==> config.mk <==
export PLATFORM = sky130hd
export DESIGN_NAME = multi_channel_servo_dispense_sequencer
export DESIGN_NICKNAME = d
export VERILOG_FILES = /design/src/msds_pkg.sv /design/src/multi_channel_servo_dispense_sequencer.sv /design/src/msds_ram.sv /design/src/msds_cfg.sv /design/src/msds_upd.sv /design/src/msds_ctrl.sv
export SDC_FILE = /design/constraint.sdc
export NUM_CORES = 1
export LEC_CHECK = 0
export BUFFER_PORTS_ARGS = -buffer_cell sky130_fd_sc_hd__clkbuf_2
export CORE_ASPECT_RATIO = 1.75
export CORE_UTILIZATION = 60
export CTS_CLUSTER_DIAMETER = 50
export CTS_CLUSTER_SIZE = 25
export DETAILED_ROUTE_END_ITERATION = 10
export HOLD_SLACK_MARGIN = 0.05
export MAX_ROUTING_LAYER = met4
export PLACE_DENSITY = 0.78
export SLEW_MARGIN = 20
export SYNTH_ARGS = -nofsm -noshare
export SYNTH_HDL_FRONTEND = slang
export SYNTH_SLANG_ARGS = --single-unit
==> constraint.sdc <==
create_clock -name clk -period 4.1 [get_ports clk]
set_input_delay 0.615 -clock clk [delete_from_list [all_inputs] [get_ports clk]]
set_output_delay 0.615 -clock clk [all_outputs]
set_load 0.02 [all_outputs]
==> src/msds_pkg.sv <==
// ----------------------------------------------------------------------------
// msds_pkg
// Shared types and constants of the servo dispense sequencer.
// ----------------------------------------------------------------------------
package msds_pkg;

    localparam int NUM_CHANNELS = 8;
    localparam int CH_W = (NUM_CHANNELS > 1) ? $clog2(NUM_CHANNELS) : 1;
    localparam logic [CH_W-1:0] CH_LAST = CH_W'(NUM_CHANNELS - 1);

    localparam int ELAPSED_W = 17;
    localparam logic [ELAPSED_W-1:0] ELAPSED_MAX = {ELAPSED_W{1'b1}};

    localparam int CFG_INDEX_W = 3;
    localparam int CFG_DATA_W = 32;

    localparam logic [CFG_INDEX_W-1:0] REG_ENGAGE_WAIT    = 3'd0;
    localparam logic [CFG_INDEX_W-1:0] REG_HALF_WAIT      = 3'd1;
    localparam logic [CFG_INDEX_W-1:0] REG_FULL_WAIT      = 3'd2;
    localparam logic [CFG_INDEX_W-1:0] REG_ENGAGE_PULSE   = 3'd3;
    localparam logic [CFG_INDEX_W-1:0] REG_DISPENSE_PULSE = 3'd4;
    localparam logic [CFG_INDEX_W-1:0] REG_SERVO_MAP      = 3'd5;

    localparam logic [15:0] ENGAGE_WAIT_RST    = 16'd1000;
    localparam logic [15:0] HALF_WAIT_RST      = 16'd2000;
    localparam logic [15:0] FULL_WAIT_RST      = 16'd6000;
    localparam logic [15:0] ENGAGE_PULSE_RST   = 16'd1000;
    localparam logic [15:0] DISPENSE_PULSE_RST = 16'd2000;
    localparam logic [31:0] SERVO_MAP_RST      = 32'h7654_3210;

    localparam logic CMD_TICK     = 1'b0;
    localparam logic CMD_ACTIVATE = 1'b1;

    typedef enum logic [1:0] {
        PH_IDLE   = 2'd0,
        PH_ENGAGE = 2'd1,
        PH_HALF   = 2'd2,
        PH_FULL   = 2'd3
    } phase_t;

    typedef struct packed {
        phase_t                 phase;
        logic                   dose_full;
        logic [ELAPSED_W-1:0]   elapsed;
    } entry_t;

    localparam int ENTRY_W = $bits(entry_t);

    typedef struct packed {
        logic [15:0] engage_wait;
        logic [15:0] half_wait;
        logic [15:0] full_wait;
        logic [15:0] engage_pulse;
        logic [15:0] dispense_pulse;
        logic [31:0] servo_map;
    } cfg_t;

endpackage

==> src/multi_channel_servo_dispense_sequencer.sv <==
// ----------------------------------------------------------------------------
// multi_channel_servo_dispense_sequencer
// Eight timed dispenser channels driven by activate and millisecond tick items.
//
// The input channel carries cmd, channel_index and full_dose. An activate
// transfer puts one channel into the engage phase and returns no result. A
// tick transfer walks the channels from zero upward. Each busy channel is
// read from the channel memory, updated and written back, and gives one
// result transfer with its servo number and pulse width; last marks the
// final result of the tick. A tick with every channel idle gives no result.
// A busy channel passes a scan step (memory read), then an update step; an
// idle channel below the last busy one takes a scan step only, and the walk
// ends after the last busy channel. The first result passes the scan state,
// the memory read and the output register. Input stall stays high until the
// walk is done.
// Results leave through an output register; when the receiver stalls, the
// walk waits on the busy channel until that register is free again.
// Configuration writes take effect at once and are meant for idle periods.
// Reset returns every channel to idle and the registers to their defaults.
// ----------------------------------------------------------------------------
module multi_channel_servo_dispense_sequencer (
    input  logic                                 clk,
    input  logic                                 rst_n,
    input  logic                                 in_valid,
    output logic                                 in_stall,
    input  logic                                 cmd,
    input  logic [2:0]                           channel_index,
    input  logic                                 full_dose,
    output logic                                 out_valid,
    input  logic                                 out_stall,
    output logic [3:0]                           servo_number,
    output logic [15:0]                          pulse_us,
    output logic                                 last,
    input  logic                                 cfg_write,
    input  logic [msds_pkg::CFG_INDEX_W-1:0]     cfg_index,
    input  logic [msds_pkg::CFG_DATA_W-1:0]      cfg_data
);

    msds_pkg::cfg_t                     cfg;
    logic                               ram_wr_en;
    logic [msds_pkg::CH_W-1:0]          ram_wr_addr;
    logic [msds_pkg::ENTRY_W-1:0]       ram_wr_data;
    logic                               ram_rd_en;
    logic [msds_pkg::CH_W-1:0]          ram_rd_addr;
    logic [msds_pkg::ENTRY_W-1:0]       ram_rd_data;

    msds_cfg u_cfg (
        .clk       (clk),
        .rst_n     (rst_n),
        .cfg_write (cfg_write),
        .cfg_index (cfg_index),
        .cfg_data  (cfg_data),
        .cfg       (cfg)
    );

    msds_ram #(
        .WIDTH (msds_pkg::ENTRY_W),
        .DEPTH (msds_pkg::NUM_CHANNELS)
    ) u_ram (
        .clk     (clk),
        .wr_en   (ram_wr_en),
        .wr_addr (ram_wr_addr),
        .wr_data (ram_wr_data),
        .rd_en   (ram_rd_en),
        .rd_addr (ram_rd_addr),
        .rd_data (ram_rd_data)
    );

    msds_ctrl u_ctrl (
        .clk           (clk),
        .rst_n         (rst_n),
        .in_valid      (in_valid),
        .in_stall      (in_stall),
        .cmd           (cmd),
        .channel_index (channel_index),
        .full_dose     (full_dose),
        .out_valid     (out_valid),
        .out_stall     (out_stall),
        .servo_number  (servo_number),
        .pulse_us      (pulse_us),
        .last          (last),
        .cfg           (cfg),
        .ram_wr_en     (ram_wr_en),
        .ram_wr_addr   (ram_wr_addr),
        .ram_wr_data   (ram_wr_data),
        .ram_rd_en     (ram_rd_en),
        .ram_rd_addr   (ram_rd_addr),
        .ram_rd_data   (ram_rd_data)
    );

endmodule

==> src/msds_ram.sv <==
// ----------------------------------------------------------------------------
// msds_ram
// Generic single-write, single-read RAM with a registered read port.
// ----------------------------------------------------------------------------
module msds_ram #(
    parameter int WIDTH = 8,
    parameter int DEPTH = 8
) (
    input  logic                                       clk,
    input  logic                                       wr_en,
    input  logic [((DEPTH > 1) ? $clog2(DEPTH) : 1)-1:0] wr_addr,
    input  logic [WIDTH-1:0]                           wr_data,
    input  logic                                       rd_en,
    input  logic [((DEPTH > 1) ? $clog2(DEPTH) : 1)-1:0] rd_addr,
    output logic [WIDTH-1:0]                           rd_data
);

    logic [WIDTH-1:0] mem [DEPTH];

    always_ff @(posedge clk)
    begin
        if (wr_en)
        begin
            mem[wr_addr] <= wr_data;
        end
        if (rd_en)
        begin
            rd_data <= mem[rd_addr];
        end
    end

endmodule

==> src/msds_cfg.sv <==
// ----------------------------------------------------------------------------
// msds_cfg
// Configuration register file of the servo dispense sequencer.
// ----------------------------------------------------------------------------
module msds_cfg (
    input  logic                                 clk,
    input  logic                                 rst_n,
    input  logic                                 cfg_write,
    input  logic [msds_pkg::CFG_INDEX_W-1:0]     cfg_index,
    input  logic [msds_pkg::CFG_DATA_W-1:0]      cfg_data,
    output msds_pkg::cfg_t                       cfg
);

    msds_pkg::cfg_t cfg_reg;
    msds_pkg::cfg_t cfg_next;

    always_comb
    begin
        cfg_next = cfg_reg;
        if (cfg_write)
        begin
            case (cfg_index)
                msds_pkg::REG_ENGAGE_WAIT:    cfg_next.engage_wait    = cfg_data[15:0];
                msds_pkg::REG_HALF_WAIT:      cfg_next.half_wait      = cfg_data[15:0];
                msds_pkg::REG_FULL_WAIT:      cfg_next.full_wait      = cfg_data[15:0];
                msds_pkg::REG_ENGAGE_PULSE:   cfg_next.engage_pulse   = cfg_data[15:0];
                msds_pkg::REG_DISPENSE_PULSE: cfg_next.dispense_pulse = cfg_data[15:0];
                msds_pkg::REG_SERVO_MAP:      cfg_next.servo_map      = cfg_data[31:0];
                default:                      cfg_next = cfg_reg;
            endcase
        end
    end

    always_ff @(posedge clk or negedge rst_n)
    begin
        if (!rst_n)
        begin
            cfg_reg.engage_wait    <= msds_pkg::ENGAGE_WAIT_RST;
            cfg_reg.half_wait      <= msds_pkg::HALF_WAIT_RST;
            cfg_reg.full_wait      <= msds_pkg::FULL_WAIT_RST;
            cfg_reg.engage_pulse   <= msds_pkg::ENGAGE_PULSE_RST;
            cfg_reg.dispense_pulse <= msds_pkg::DISPENSE_PULSE_RST;
            cfg_reg.servo_map      <= msds_pkg::SERVO_MAP_RST;
        end
        else
        begin
            cfg_reg <= cfg_next;
        end
    end

    assign cfg = cfg_reg;

endmodule

==> src/msds_upd.sv <==
// ----------------------------------------------------------------------------
// msds_upd
// One-millisecond update of a single channel entry and its pulse width.
// ----------------------------------------------------------------------------
module msds_upd (
    input  msds_pkg::entry_t cur,
    input  msds_pkg::cfg_t   cfg,
    output msds_pkg::entry_t nxt,
    output logic [15:0]      pulse
);

    logic [msds_pkg::ELAPSED_W-1:0] elapsed_inc;
    logic [15:0]                    limit;

    always_comb
    begin
        if (cur.elapsed == msds_pkg::ELAPSED_MAX)
        begin
            elapsed_inc = cur.elapsed;
        end
        else
        begin
            elapsed_inc = cur.elapsed + 1'b1;
        end

        case (cur.phase)
            msds_pkg::PH_ENGAGE: limit = cfg.engage_wait;
            msds_pkg::PH_HALF:   limit = cfg.half_wait;
            default:             limit = cfg.full_wait;
        endcase

        if (cur.phase == msds_pkg::PH_ENGAGE)
        begin
            pulse = cfg.engage_pulse;
        end
        else
        begin
            pulse = cfg.dispense_pulse;
        end

        nxt         = cur;
        nxt.elapsed = elapsed_inc;
        if (elapsed_inc > {1'b0, limit})
        begin
            nxt.elapsed = '0;
            if (cur.phase == msds_pkg::PH_ENGAGE)
            begin
                nxt.phase     = cur.dose_full ? msds_pkg::PH_FULL : msds_pkg::PH_HALF;
                nxt.dose_full = 1'b0;
            end
            else
            begin
                nxt.phase = msds_pkg::PH_IDLE;
            end
        end
    end

endmodule

==> src/msds_ctrl.sv <==
// ----------------------------------------------------------------------------
// msds_ctrl
// Sequencer that applies activations and walks the channel memory on ticks.
// ----------------------------------------------------------------------------
module msds_ctrl (
    input  logic                              clk,
    input  logic                              rst_n,
    input  logic                              in_valid,
    output logic                              in_stall,
    input  logic                              cmd,
    input  logic [2:0]                        channel_index,
    input  logic                              full_dose,
    output logic                              out_valid,
    input  logic                              out_stall,
    output logic [3:0]                        servo_number,
    output logic [15:0]                       pulse_us,
    output logic                              last,
    input  msds_pkg::cfg_t                    cfg,
    output logic                              ram_wr_en,
    output logic [msds_pkg::CH_W-1:0]         ram_wr_addr,
    output logic [msds_pkg::ENTRY_W-1:0]      ram_wr_data,
    output logic                              ram_rd_en,
    output logic [msds_pkg::CH_W-1:0]         ram_rd_addr,
    input  logic [msds_pkg::ENTRY_W-1:0]      ram_rd_data
);

    typedef enum logic [1:0] {
        S_IDLE,
        S_SCAN,
        S_PROC
    } state_t;

    state_t                             state_reg, state_next;
    logic [msds_pkg::CH_W-1:0]          ch_reg, ch_next;
    logic [msds_pkg::NUM_CHANNELS-1:0]  active_reg, active_next;
    logic                               out_valid_reg, out_valid_next;
    logic [3:0]                         servo_reg, servo_next;
    logic [15:0]                        pulse_reg, pulse_next;
    logic                               last_reg, last_next;

    logic                               accept;
    logic                               activate;
    logic                               fire;
    logic                               none_above;
    logic [2:0]                         map_slot;
    msds_pkg::entry_t                   cur_entry;
    msds_pkg::entry_t                   upd_entry;
    msds_pkg::entry_t                   act_entry;
    logic [15:0]                        upd_pulse;

    assign in_stall  = (state_reg != S_IDLE);
    assign accept    = in_valid && !in_stall;
    assign activate  = accept && (cmd == msds_pkg::CMD_ACTIVATE)
                       && (int'(channel_index) < msds_pkg::NUM_CHANNELS);
    assign cur_entry = msds_pkg::entry_t'(ram_rd_data);
    assign fire      = (state_reg == S_PROC) && (!out_valid_reg || !out_stall);
    assign map_slot  = 3'(ch_reg);

    msds_upd u_upd (
        .cur   (cur_entry),
        .cfg   (cfg),
        .nxt   (upd_entry),
        .pulse (upd_pulse)
    );

    always_comb
    begin
        none_above = 1'b1;
        for (int j = 0; j < msds_pkg::NUM_CHANNELS; j++)
        begin
            if ((j > int'(ch_reg)) && active_reg[j])
            begin
                none_above = 1'b0;
            end
        end
    end

    always_comb
    begin
        act_entry.phase     = msds_pkg::PH_ENGAGE;
        act_entry.dose_full = full_dose;
        act_entry.elapsed   = '0;

        ram_rd_en   = (state_reg == S_SCAN) && active_reg[ch_reg];
        ram_rd_addr = ch_reg;
        if (state_reg == S_PROC)
        begin
            ram_wr_en   = fire;
            ram_wr_addr = ch_reg;
            ram_wr_data = upd_entry;
        end
        else
        begin
            ram_wr_en   = activate;
            ram_wr_addr = msds_pkg::CH_W'(channel_index);
            ram_wr_data = act_entry;
        end
    end

    always_comb
    begin
        state_next     = state_reg;
        ch_next        = ch_reg;
        active_next    = active_reg;
        out_valid_next = out_valid_reg && out_stall;
        servo_next     = servo_reg;
        pulse_next     = pulse_reg;
        last_next      = last_reg;

        case (state_reg)
            S_IDLE:
            begin
                if (activate)
                begin
                    active_next[msds_pkg::CH_W'(channel_index)] = 1'b1;
                end
                else if (accept && (cmd == msds_pkg::CMD_TICK) && (active_reg != '0))
                begin
                    ch_next    = '0;
                    state_next = S_SCAN;
                end
            end
            S_SCAN:
            begin
                if (active_reg[ch_reg])
                begin
                    state_next = S_PROC;
                end
                else if (ch_reg == msds_pkg::CH_LAST)
                begin
                    state_next = S_IDLE;
                end
                else
                begin
                    ch_next = ch_reg + 1'b1;
                end
            end
            S_PROC:
            begin
                if (fire)
                begin
                    out_valid_next      = 1'b1;
                    servo_next          = cfg.servo_map[{map_slot, 2'b00} +: 4];
                    pulse_next          = upd_pulse;
                    last_next           = none_above;
                    active_next[ch_reg] = (upd_entry.phase != msds_pkg::PH_IDLE);
                    if (none_above || (ch_reg == msds_pkg::CH_LAST))
                    begin
                        state_next = S_IDLE;
                    end
                    else
                    begin
                        ch_next    = ch_reg + 1'b1;
                        state_next = S_SCAN;
                    end
                end
            end
            default:
            begin
                state_next = S_IDLE;
            end
        endcase
    end

    always_ff @(posedge clk or negedge rst_n)
    begin
        if (!rst_n)
        begin
            state_reg     <= S_IDLE;
            ch_reg        <= '0;
            active_reg    <= '0;
            out_valid_reg <= 1'b0;
            servo_reg     <= '0;
            pulse_reg     <= '0;
            last_reg      <= 1'b0;
        end
        else
        begin
            state_reg     <= state_next;
            ch_reg        <= ch_next;
            active_reg    <= active_next;
            out_valid_reg <= out_valid_next;
            servo_reg     <= servo_next;
            pulse_reg     <= pulse_next;
            last_reg      <= last_next;
        end
    end

    assign out_valid    = out_valid_reg;
    assign servo_number = servo_reg;
    assign pulse_us     = pulse_reg;
    assign last         = last_reg;

endmodule

# Word-level counts from Yosys, hierarchy flattened
# Memory sizes are Yosys's and may differ from the RTL's. A register that Yosys moved wholly into a read port is not among the register bits.
# Cells that the tools add are included.
word_totals:
  elab_cells: 133
  latch_bits: 0
  mem_bits_ro: 0
  reg_bits: 147
  mem_bits_rw: 160
  n_memories: 1
  in_bits: 45
classes:
  order_cmp: 12
  div: 0
  shift: 1
  mul: 0
  n_reduce_logical: 38
  n_mux: 45
  add_sub_neg: 2
  n_eq_ne: 19
  bitwise: 2
memory_table:
  columns: ["memory", "depth", "width", "read_ports", "rd_ports_with_merged_regs", "wr", "line_no", "source"]
  rows:
  - ["u_ram.mem", 8, 20, 1, 1, 1, "msds_ram.sv:18", "logic [WIDTH-1:0] mem [DEPTH];"]
ops:
  columns: ["op", "n"]
  rows:
  - ["$mux 20", 2]
  - ["$pmux 16 s2", 1]
  - ["$shiftx 32x6->4", 1]
  - ["$mux 3", 7]
  - ["$mux 1", 18]
  - ["$add 17x1->17 const B", 1]
  - ["$eq 17x17->1 const B", 1]
  - ["$gt 17x16->1", 1]
  - ["$mux 17", 1]
  - ["$logic_and 1x1->1", 16]
  - ["$mux 16", 1]
  - ["$mux 8", 2]
  - ["$pmux 8 s2", 1]
  - ["$reduce_and 2->1", 7]
  - ["$gt 3x3->1 const A", 4]
  - ["$mux 2", 6]
  - ["$eq 3x3->1 const B", 3]
  - ["$pmux 3 s3", 1]
  - ["$bwmux 8", 1]
  - ["$lt 3x4->1 const B", 2]
  - ["$ne 2x2->1 const B", 4]
  - ["$or 8x8->8", 1]
  - ["$reduce_bool 8->1", 1]
  - ["$reduce_and 7->1", 1]
  - ["22 further kinds", 35]

# Logic depth before layout (Yosys ltp)
# Gate-level depths: netlist (run 1).
depth:
  depth_word: 13
  ltp_mapped: 15
  depth_no_buf: 13

# Cells and area by module
# From an unflattened synthesis (run 1), not the netlist that was laid out.
unflattened:
  hier_cells: 963
  hier_area_um2: 14809.2
by_module_without_submodules:
  columns: ["mod", "instances", "cells_per_inst", "seq_area_each_um2", "area_per_inst_um2"]
  rows:
  - ["msds_ram", 1, 264, 5405.2, 6812.8]
  - ["msds_cfg", 1, 242, 2856.5, 4306.6]
  - ["msds_ctrl", 1, 262, 875.8, 2278.4]
  - ["msds_upd", 1, 195, 0.0, 1411.4]

# Least setup slack after synthesis (run 1)
# Ideal clock, no wire load.
synth_timing:
  kind: "register -> register"
  from: "reg u_ram.rd_data[19], read port of u_ram.mem"
  to: "mem u_ram.mem[0][7] (netlist bit) (data pin)"
  period_less_slack_ns: 3.479
  stages_incl_launch_ff: 16
  setup_ns: 0.264
  t_arrival_ns: 3.215
  slack_ns: 0.621
  path_buffers: 3
  path_cell_list: "edfxtp_1 -> inv_1 -> ha_1 -> clkbuf_1 -> clkbuf_1 -> a22oi_1 -> nor2_1 -> a21oi_1 -> ha_1 -> a21oi_1 -> a21boi_0 -> o31ai_1 -> and3_4 -> o211ai_4 -> buf_6 -> nor3_1"
synth_between:
  elab_chain_len: 5
synth_lines:
  columns: ["element", "line_no", "source"]
  rows:
  - ["start: declaration", "msds_ram.sv:15", "output logic [WIDTH-1:0] rd_data"]
  - ["$eq 2x2->1 or $eq 2x1->1 (tied branches)", "msds_upd.sv:26", "case (cur.phase)"]
  - ["$pmux 16 s2 *", "msds_upd.sv:26", null]
  - ["$gt 17x16->1 *", "msds_upd.sv:43", "if (elapsed_inc > {1'b0, limit})"]
  - ["$mux 20 *", "msds_upd.sv:43", null]
  - ["$mux 20 *", "msds_ctrl.sv:86", "if (state_reg == S_PROC)"]
  - ["net ram_wr_data (one bit)", "multi_channel_servo_dispense_sequencer.sv:42", "logic [msds_pkg::ENTRY_W-1:0] ram_wr_data;"]
  - ["end: declaration", "msds_ram.sv:18", null]
# Mark *: on every way through the listed nets, which the timed path passes. The rest lies on a longest branch.

# Worst setup path in the final report (run 1)
layout_timing:
  from: "reg u_ram.rd_data[3], read port of u_ram.mem"
  to: "mem u_ram.mem[0][6] (netlist bit) (data pin)"
layout_between:
  elab_chain_len: 5
layout_lines:
  columns: ["element", "line_no", "source"]
  rows:
  - ["$add 17x1->17 or $eq 17x17->1 (tied branches)", "msds_upd.sv:23, msds_upd.sv:17", null]
  - ["$mux 17 *", "msds_upd.sv:17", "if (cur.elapsed == msds_pkg::ELAPSED_MAX)"]
  - ["$gt 17x16->1", "msds_upd.sv:43", null]
  - ["$mux 20 *", "msds_upd.sv:43", null]
  - ["$mux 20 *", "msds_ctrl.sv:86", null]
  - ["net ram_wr_data (one bit)", "multi_channel_servo_dispense_sequencer.sv:42", null]
# Marks and branches as above.

==> results.json, run 1 <==
{
  "status": "completed",
  "antenna_found_initial": 0,
  "num_antenna_cells": 0,
  "netlist_top_cells_area": "edfxtp_1, dfrtp_1, mux2_2, dfstp_2, a22oi_1",
  "start_util_pct": 61.58,
  "vias": 8746,
  "critPathRequiredTime_ps": 4370,
  "synthMuxAreaShare_pct": 11.38,
  "finalCritPeriodShare_pct": 95.03,
  "synth_compound_area_share_pct": 11.17,
  "drc": 0,
  "power_density_nw_per_um2": 679.7,
  "yosysWarnings": 0,
  "ys_async_sr_fraction_pct": 44.95,
  "cts_tree": "yes",
  "gp_congestion": 0.9303,
  "worstSetupPathType": "flip-flop to flip-flop",
  "postLayoutCoreUtil_pct": 68.73,
  "yosysSeqAreaShare_pct": 64.72,
  "htree_levels": 1,
  "drv_slew": 0,
  "netlist_area_sq_um": 14120,
  "p_leak_nw": 5.944,
  "worst_path_most_repeated_cell": "buf_4",
  "synthCells": 989,
  "synth_seq_cells": 327,
  "reg2reg_slack_ps": 200,
  "largest_reg_flops": 160,
  "critPathBufInv": 2,
  "finalHoldViolations": 0,
  "synth-adder-area-share_pct": 2.304,
  "grt_overflow": 0,
  "drt_wl_total_um": 32120,
  "cts_buffers": 21,
  "synth-simple-area-share_pct": 7.426,
  "layout_commonest_cell": "edfxtp_1",
  "max_freq_ghz": 0.2567,
  "hp-class": "input port to async pin",
  "postRouteAntennaNets": 0,
  "hold_buffers": 0,
  "grt_max_degree": 111,
  "syn_area_per_cell_sq_um": 14.28,
  "die_height_um": 204.9,
  "totalPowerFinal_mw": 10.71,
  "placement.io_buffers": 67,
  "r2r_start": "u_ram.rd_data[3]$_DFFE_PP_",
  "clock-root-buffer": "clkbuf_16",
  "whs_ps": 168.4,
  "area_growth_pct": 11.61,
  "synth_top_family_by_area": "multiplexers",
  "maxCapViolCount": 0,
  "critPathSlowestCell": "edfxtp_1",
  "synth_ff_type": "edfxtp_1",
  "avgRoutedWirePerCell_um": 23.09,
  "core_area_sq_um": 22930,
  "finalCriticalPeriod_ps": 3896,
  "layout_setup_ws_ps": 203.7,
  "final.setup_skew_ps": 22.02,
  "dp_slack_ps": 217.4,
  "final_nets": 1148,
  "crit_chain": "and4_1 > nand4_1 > or2_1 > nand3_1 > xnor2_1 > ha_1 > a21oi_1 > a21boi_0 > o31ai_1 > buf_4 > and3_4 > o211ai_4 > buf_4 > nor2b_1",
  "die_width_um": 118.0,
  "clk_path_buf_depth": 3,
  "crit_fanout": 8,
  "grt_usage_pct": 28.27,
  "path_delay_family": "simple AND/OR/NAND/NOR gates",
  "setup_violations": 0,
  "synth_edf_count": 180,
  "finalSetupTns_ps": 0,
  "reg2reg_depth": 14,
  "grt_pass1_vias": 8905,
  "final_cell_mix": "edfxtp_1, mux2_2, dfrtp_1",
  "hpwl_um": 21050,
  "rsz0062_at_grt": "false",
  "cts.sinks": 327,
  "drive_gt1_share_pct": 32.91,
  "max_stage_delay_ps": 420,
  "synth_top_area_cell": "edfxtp_1",
  "relSlewSlack_pct": 27.91,
  "dr.pass1.iters": 5,
  "r2r-end": "u_ram.mem[0][6]$_DFFE_PP_",
  "worst_skew_pair.late_latency_ps": 530,
  "grt_pass1_wl_um": 50350,
  "endpoint_kind": "flip-flop",
  "drtIter0Drc": 563,
  "worst_slew_pin_slew_ps": 1076,
  "path_clk_slew_ps": 90,
  "synth_top_area_share_pct": 38.28,
  "cp-start-kind": "flip-flop",
  "die-area_sq_um": 24170,
  "ir_worst_vdd_mv": 0.5137,
  "via_per_inst": 6.288,
  "synth_cell_type_count": 71,
  "synthXorXnorAreaFrac_pct": 0.8685,
  "critPathArrivalTime_ps": 4160,
  "core.rowCount": 73,
  "ios": 68
}
[logic make-up after synthesis]
family          after synthesis
compound gates              217
other cells                   1
fa+ha+maj                    26
buf+inv                      65
xor+xnor                     14
flops                       327
simple gates                197
mux                         142
[area by class of cell]
cell class | instances | area, sq um
Clock buffer | 23 | 543.0
Clock inverter | 14 | 175.2
Fill cell | 1581 | 7168
Inverter | 15 | 56.30
Multi-Input combinational cell | 604 | 4796
Sequential cell | 327 | 9138
Tap cell | 300 | 375.4
Timing Repair Buffer | 108 | 674.4
[cells in the mapped netlist (3+ instances only)]
cell	n
nor3_2	5
xnor2_1	11
nand4_1	21
nor2_1	42
buf_6	4
nand3_1	18
a21oi_1	32
dfrtp_1	104
ha_1	26
nor2b_1	17
a2bb2oi_1	4
edfxtp_1	180
nand2_1	57
o31ai_1	7
o21ai_0	24
nand2b_1	4
a22o_1	8
nor3_1	6
mux4_2	3
nand4b_1	3
mux2_2	114
and4_1	4
a221oi_1	9
xor2_1	3
mux2i_1	24
a31oi_1	11
o211ai_1	5
clkbuf_1	26
a22oi_1	91
dfstp_2	43
inv_1	13
buf_2	19
[worst register-to-register path, delay by kind of cell, from the launching register on]
kind	cells	cell delay, ps
buffers and inverters	2	400
adder cells (fa/ha/maj)	1	290
AND/OR/NAND/NOR	6	1630
XOR/XNOR	1	140
AO/OA/AOI/OAI	4	770
flip-flops	1	420
[how the worst max path moves through the flow]
stage | end | from | depth (start not counted) | slack [ps]
2_1_floorplan | u_ram.mem[0][7]$_DFFE_PP_ | u_ram.rd_data[19]$_DFFE_PP_ | 15 | 620
3_3_place_gp | u_ram.mem[5][19]$_DFFE_PP_ | u_ram.rd_data[3]$_DFFE_PP_ | 14 | 310
3_5_place_dp | u_ram.mem[1][19]$_DFFE_PP_ | u_ram.rd_data[3]$_DFFE_PP_ | 14 | 220
4_1_cts | u_ram.mem[1][19]$_DFFE_PP_ | u_ram.rd_data[3]$_DFFE_PP_ | 14 | 140
5_1_grt | u_ram.mem[1][6]$_DFFE_PP_ | u_ram.rd_data[0]$_DFFE_PP_ | 15 | 30
6_report | u_ram.mem[0][6]$_DFFE_PP_ | u_ram.rd_data[3]$_DFFE_PP_ | 14 | 200
[per-stage QoR]
stage	area [sq um]	std cells
finish	15760	1391
detailed placement	14990	1353
floorplan	14140	996
CTS	15710	1390
global placement	14990	1353
global route	15760	1391
[per-layer routing]
metal / GRT usage [%] / wire length [um] / vias to the layer above
met5: - / 0 / -
met1: 32.63 / 12010 / 4389
met2: 50.17 / 17270 / 307
li1: - / - / 3963
met3: 2.812 / 1583 / 87
met4: 12.04 / 1253 / 0
[repair_timing]
| action | 4_1_cts | 5_1_grt |
|---|---|---|
| gates resized for setup | 0 | 10 |
| endpoints found under the setup margin | 0 | 60 |
| buffers inserted | 0 | 1 |
| endpoints found under the hold margin | 0 | 0 |
[power breakdown]
part           total, mW  switching [mW]  internal, mW
Sequential          4.70           0.408          4.29
Clock               2.23            1.17          1.06
Combinational       3.78            2.30          1.48
(Power assumes the default switching activity.)
==> inputs of run 2 (changes only) <==
--- a/config.mk
+++ b/config.mk
@@ -7,13 +7,13 @@
 export LEC_CHECK = 0
 export BUFFER_PORTS_ARGS = -buffer_cell sky130_fd_sc_hd__clkbuf_2
 export CORE_ASPECT_RATIO = 1.75
-export CORE_UTILIZATION = 60
+export CORE_UTILIZATION = 61
 export CTS_CLUSTER_DIAMETER = 50
 export CTS_CLUSTER_SIZE = 25
 export DETAILED_ROUTE_END_ITERATION = 10
 export HOLD_SLACK_MARGIN = 0.05
 export MAX_ROUTING_LAYER = met4
-export PLACE_DENSITY = 0.78
+export PLACE_DENSITY = 0.79
 export SLEW_MARGIN = 20
 export SYNTH_ARGS = -nofsm -noshare
 export SYNTH_HDL_FRONTEND = slang
==> results.json, run 2 (same netlist as run 1, synthesis figures left out) <==
{
  "drtIter0Drc": 585,
  "setup_violations": 0,
  "num_antenna_cells": 0,
  "whs_ps": 77.79,
  "max_freq_ghz": 0.2599,
  "cp-start-kind": "flip-flop",
  "die_width_um": 117.0,
  "layout_setup_ws_ps": 252.9,
  "finalCriticalPeriod_ps": 3847,
  "relSlewSlack_pct": 30.47,
  "via_per_inst": 6.321,
  "drive_gt1_share_pct": 32.17,
  "grt_usage_pct": 29.35,
  "grt_max_degree": 81,
  "antenna_found_initial": 0,
  "cts_buffers": 19,
  "r2r_start": "u_ram.rd_data[0]$_DFFE_PP_",
  "gp_congestion": 0.9447,
  "topRoutingLayerUsed": "met4",
  "core_area_sq_um": 22740,
  "dr_wl_met2_um": 17490,
  "status": "completed",
  "critPathRequiredTime_ps": 4350,
  "rsz0062_at_grt": "false",
  "layoutNonFillerInstCount": 1385,
  "final_nets": 1144,
  "grt_pass1_vias": 8973,
  "drv_slew": 0,
  "final.setup_skew_ps": 22.35,
  "drc": 0,
  "hpwl_um": 21340,
  "clk_path_buf_depth": 3,
  "worstSetupPathType": "flip-flop to flip-flop",
  "start_util_pct": 62.08,
  "dr_wl_met3_um": 1407,
  "maxCapViolCount": 0,
  "r2r-end": "u_ram.mem[4][6]$_DFFE_PP_",
  "avgRoutedWirePerCell_um": 23.47,
  "ir_worst_vdd_mv": 0.4416,
  "worst_skew_pair.late_latency_ps": 520,
  "cts_tree": "yes",
  "placed_cells": 1351,
  "path_clk_slew_ps": 90,
  "reg2reg_slack_ps": 250,
  "grt_pass1_wl_um": 49850,
  "power_density_nw_per_um2": 669.6,
  "placement.io_buffers": 67,
  "critPathArrivalTime_ps": 4090,
  "die-area_sq_um": 23780,
  "reg2reg_depth": 14,
  "cts.sinks": 327,
  "vias": 8754,
  "hold_buffers": 0,
  "hp-class": "input port to async pin",
  "finalHoldViolations": 0,
  "area_growth_pct": 10.63,
  "postRouteAntennaNets": 0,
  "drt_wl_total_um": 32500,
  "core.rowCount": 73,
  "wl_met1_um": 12210,
  "final_cell_mix": "edfxtp_1, mux2_2, dfrtp_1",
  "clock-root-buffer": "clkbuf_16",
  "worst_slew_pin_slew_ps": 1040,
  "p_leak_nw": 5.867,
  "dp_slack_ps": 106.1,
  "finalCritPeriodShare_pct": 93.83,
  "crit_fanout": 8,
  "largest_reg_flops": 160,
  "ios": 68,
  "htree_levels": 1,
  "die_height_um": 203.3,
  "endpoint_kind": "flip-flop",
  "grt_overflow": 0,
  "dr.pass1.iters": 5,
  "finalSetupTns_ps": 0,
  "layout_commonest_cell": "edfxtp_1"
}
-- run 2: layer usage --
layer,vias to the layer above,track usage (%)
li1,3947,-
met1,4432,33.19
met2,279,51.71
met3,96,2.675
met4,0,13.79
met5,-,-
-- run 2: power by group --
group	internal, mW	switching, mW
registers	4.29	0.397
clock network	0.911	1.10
logic	1.48	2.28
total	6.68	3.78
-- run 2: stage by stage --
stage          cell area, sq um  util (%)  total power [mW]
6_report                  15620     68.67             10.46
3_5_place_dp              14980     65.89             8.437
3_3_place_gp              14980     65.89             8.299
4_1_cts                   15580     68.49             10.43
5_1_grt                   15620     68.67             11.01
2_1_floorplan             14140         -             7.167
-- run 2: cell type report --
class,instances,area (sq um)
clock buffer,26,501.7
sequential,327,9138
timing repair buffer,106,659.4
clock inverter,7,91.34
multi-input combinational,604,4797
tap,300,375.4
inverter,15,56.30
fill,1562,7124
-- run 2: what timing repair did --
action                                  in CTS  in global routing
resized for setup                            0                 12
buffers inserted                             0                  1
endpoints found under the setup margin       0                 86
-- run 2: worst max path at each step --
stage | startpoint | to | slack, ps
floorplan | u_ram.rd_data[19]$_DFFE_PP_ | u_ram.mem[0][7]$_DFFE_PP_ | 620
global placement | u_ram.rd_data[2]$_DFFE_PP_ | u_ram.mem[7][7]$_DFFE_PP_ | 260
detailed placement | u_ram.rd_data[0]$_DFFE_PP_ | u_ram.mem[4][7]$_DFFE_PP_ | 110
CTS | u_ram.rd_data[0]$_DFFE_PP_ | u_ram.mem[1][7]$_DFFE_PP_ | 60
global route | u_ram.rd_data[0]$_DFFE_PP_ | u_ram.mem[6][19]$_DFFE_PP_ | 40
finish | u_ram.rd_data[0]$_DFFE_PP_ | u_ram.mem[4][6]$_DFFE_PP_ | 250
-- run 2: critical path: stages (launching register included) --
cell and delay (ps):
edfxtp_1 450, ha_1 240, and2_2 210, nand4_1 110, or2_1 280, nand3_1 140, xnor2_1 210, ha_1 290
a21oi_1 140, a21boi_0 150, o31ai_1 290, buf_4 160, and3_4 190, o211ai_4 160, nor2b_1 550
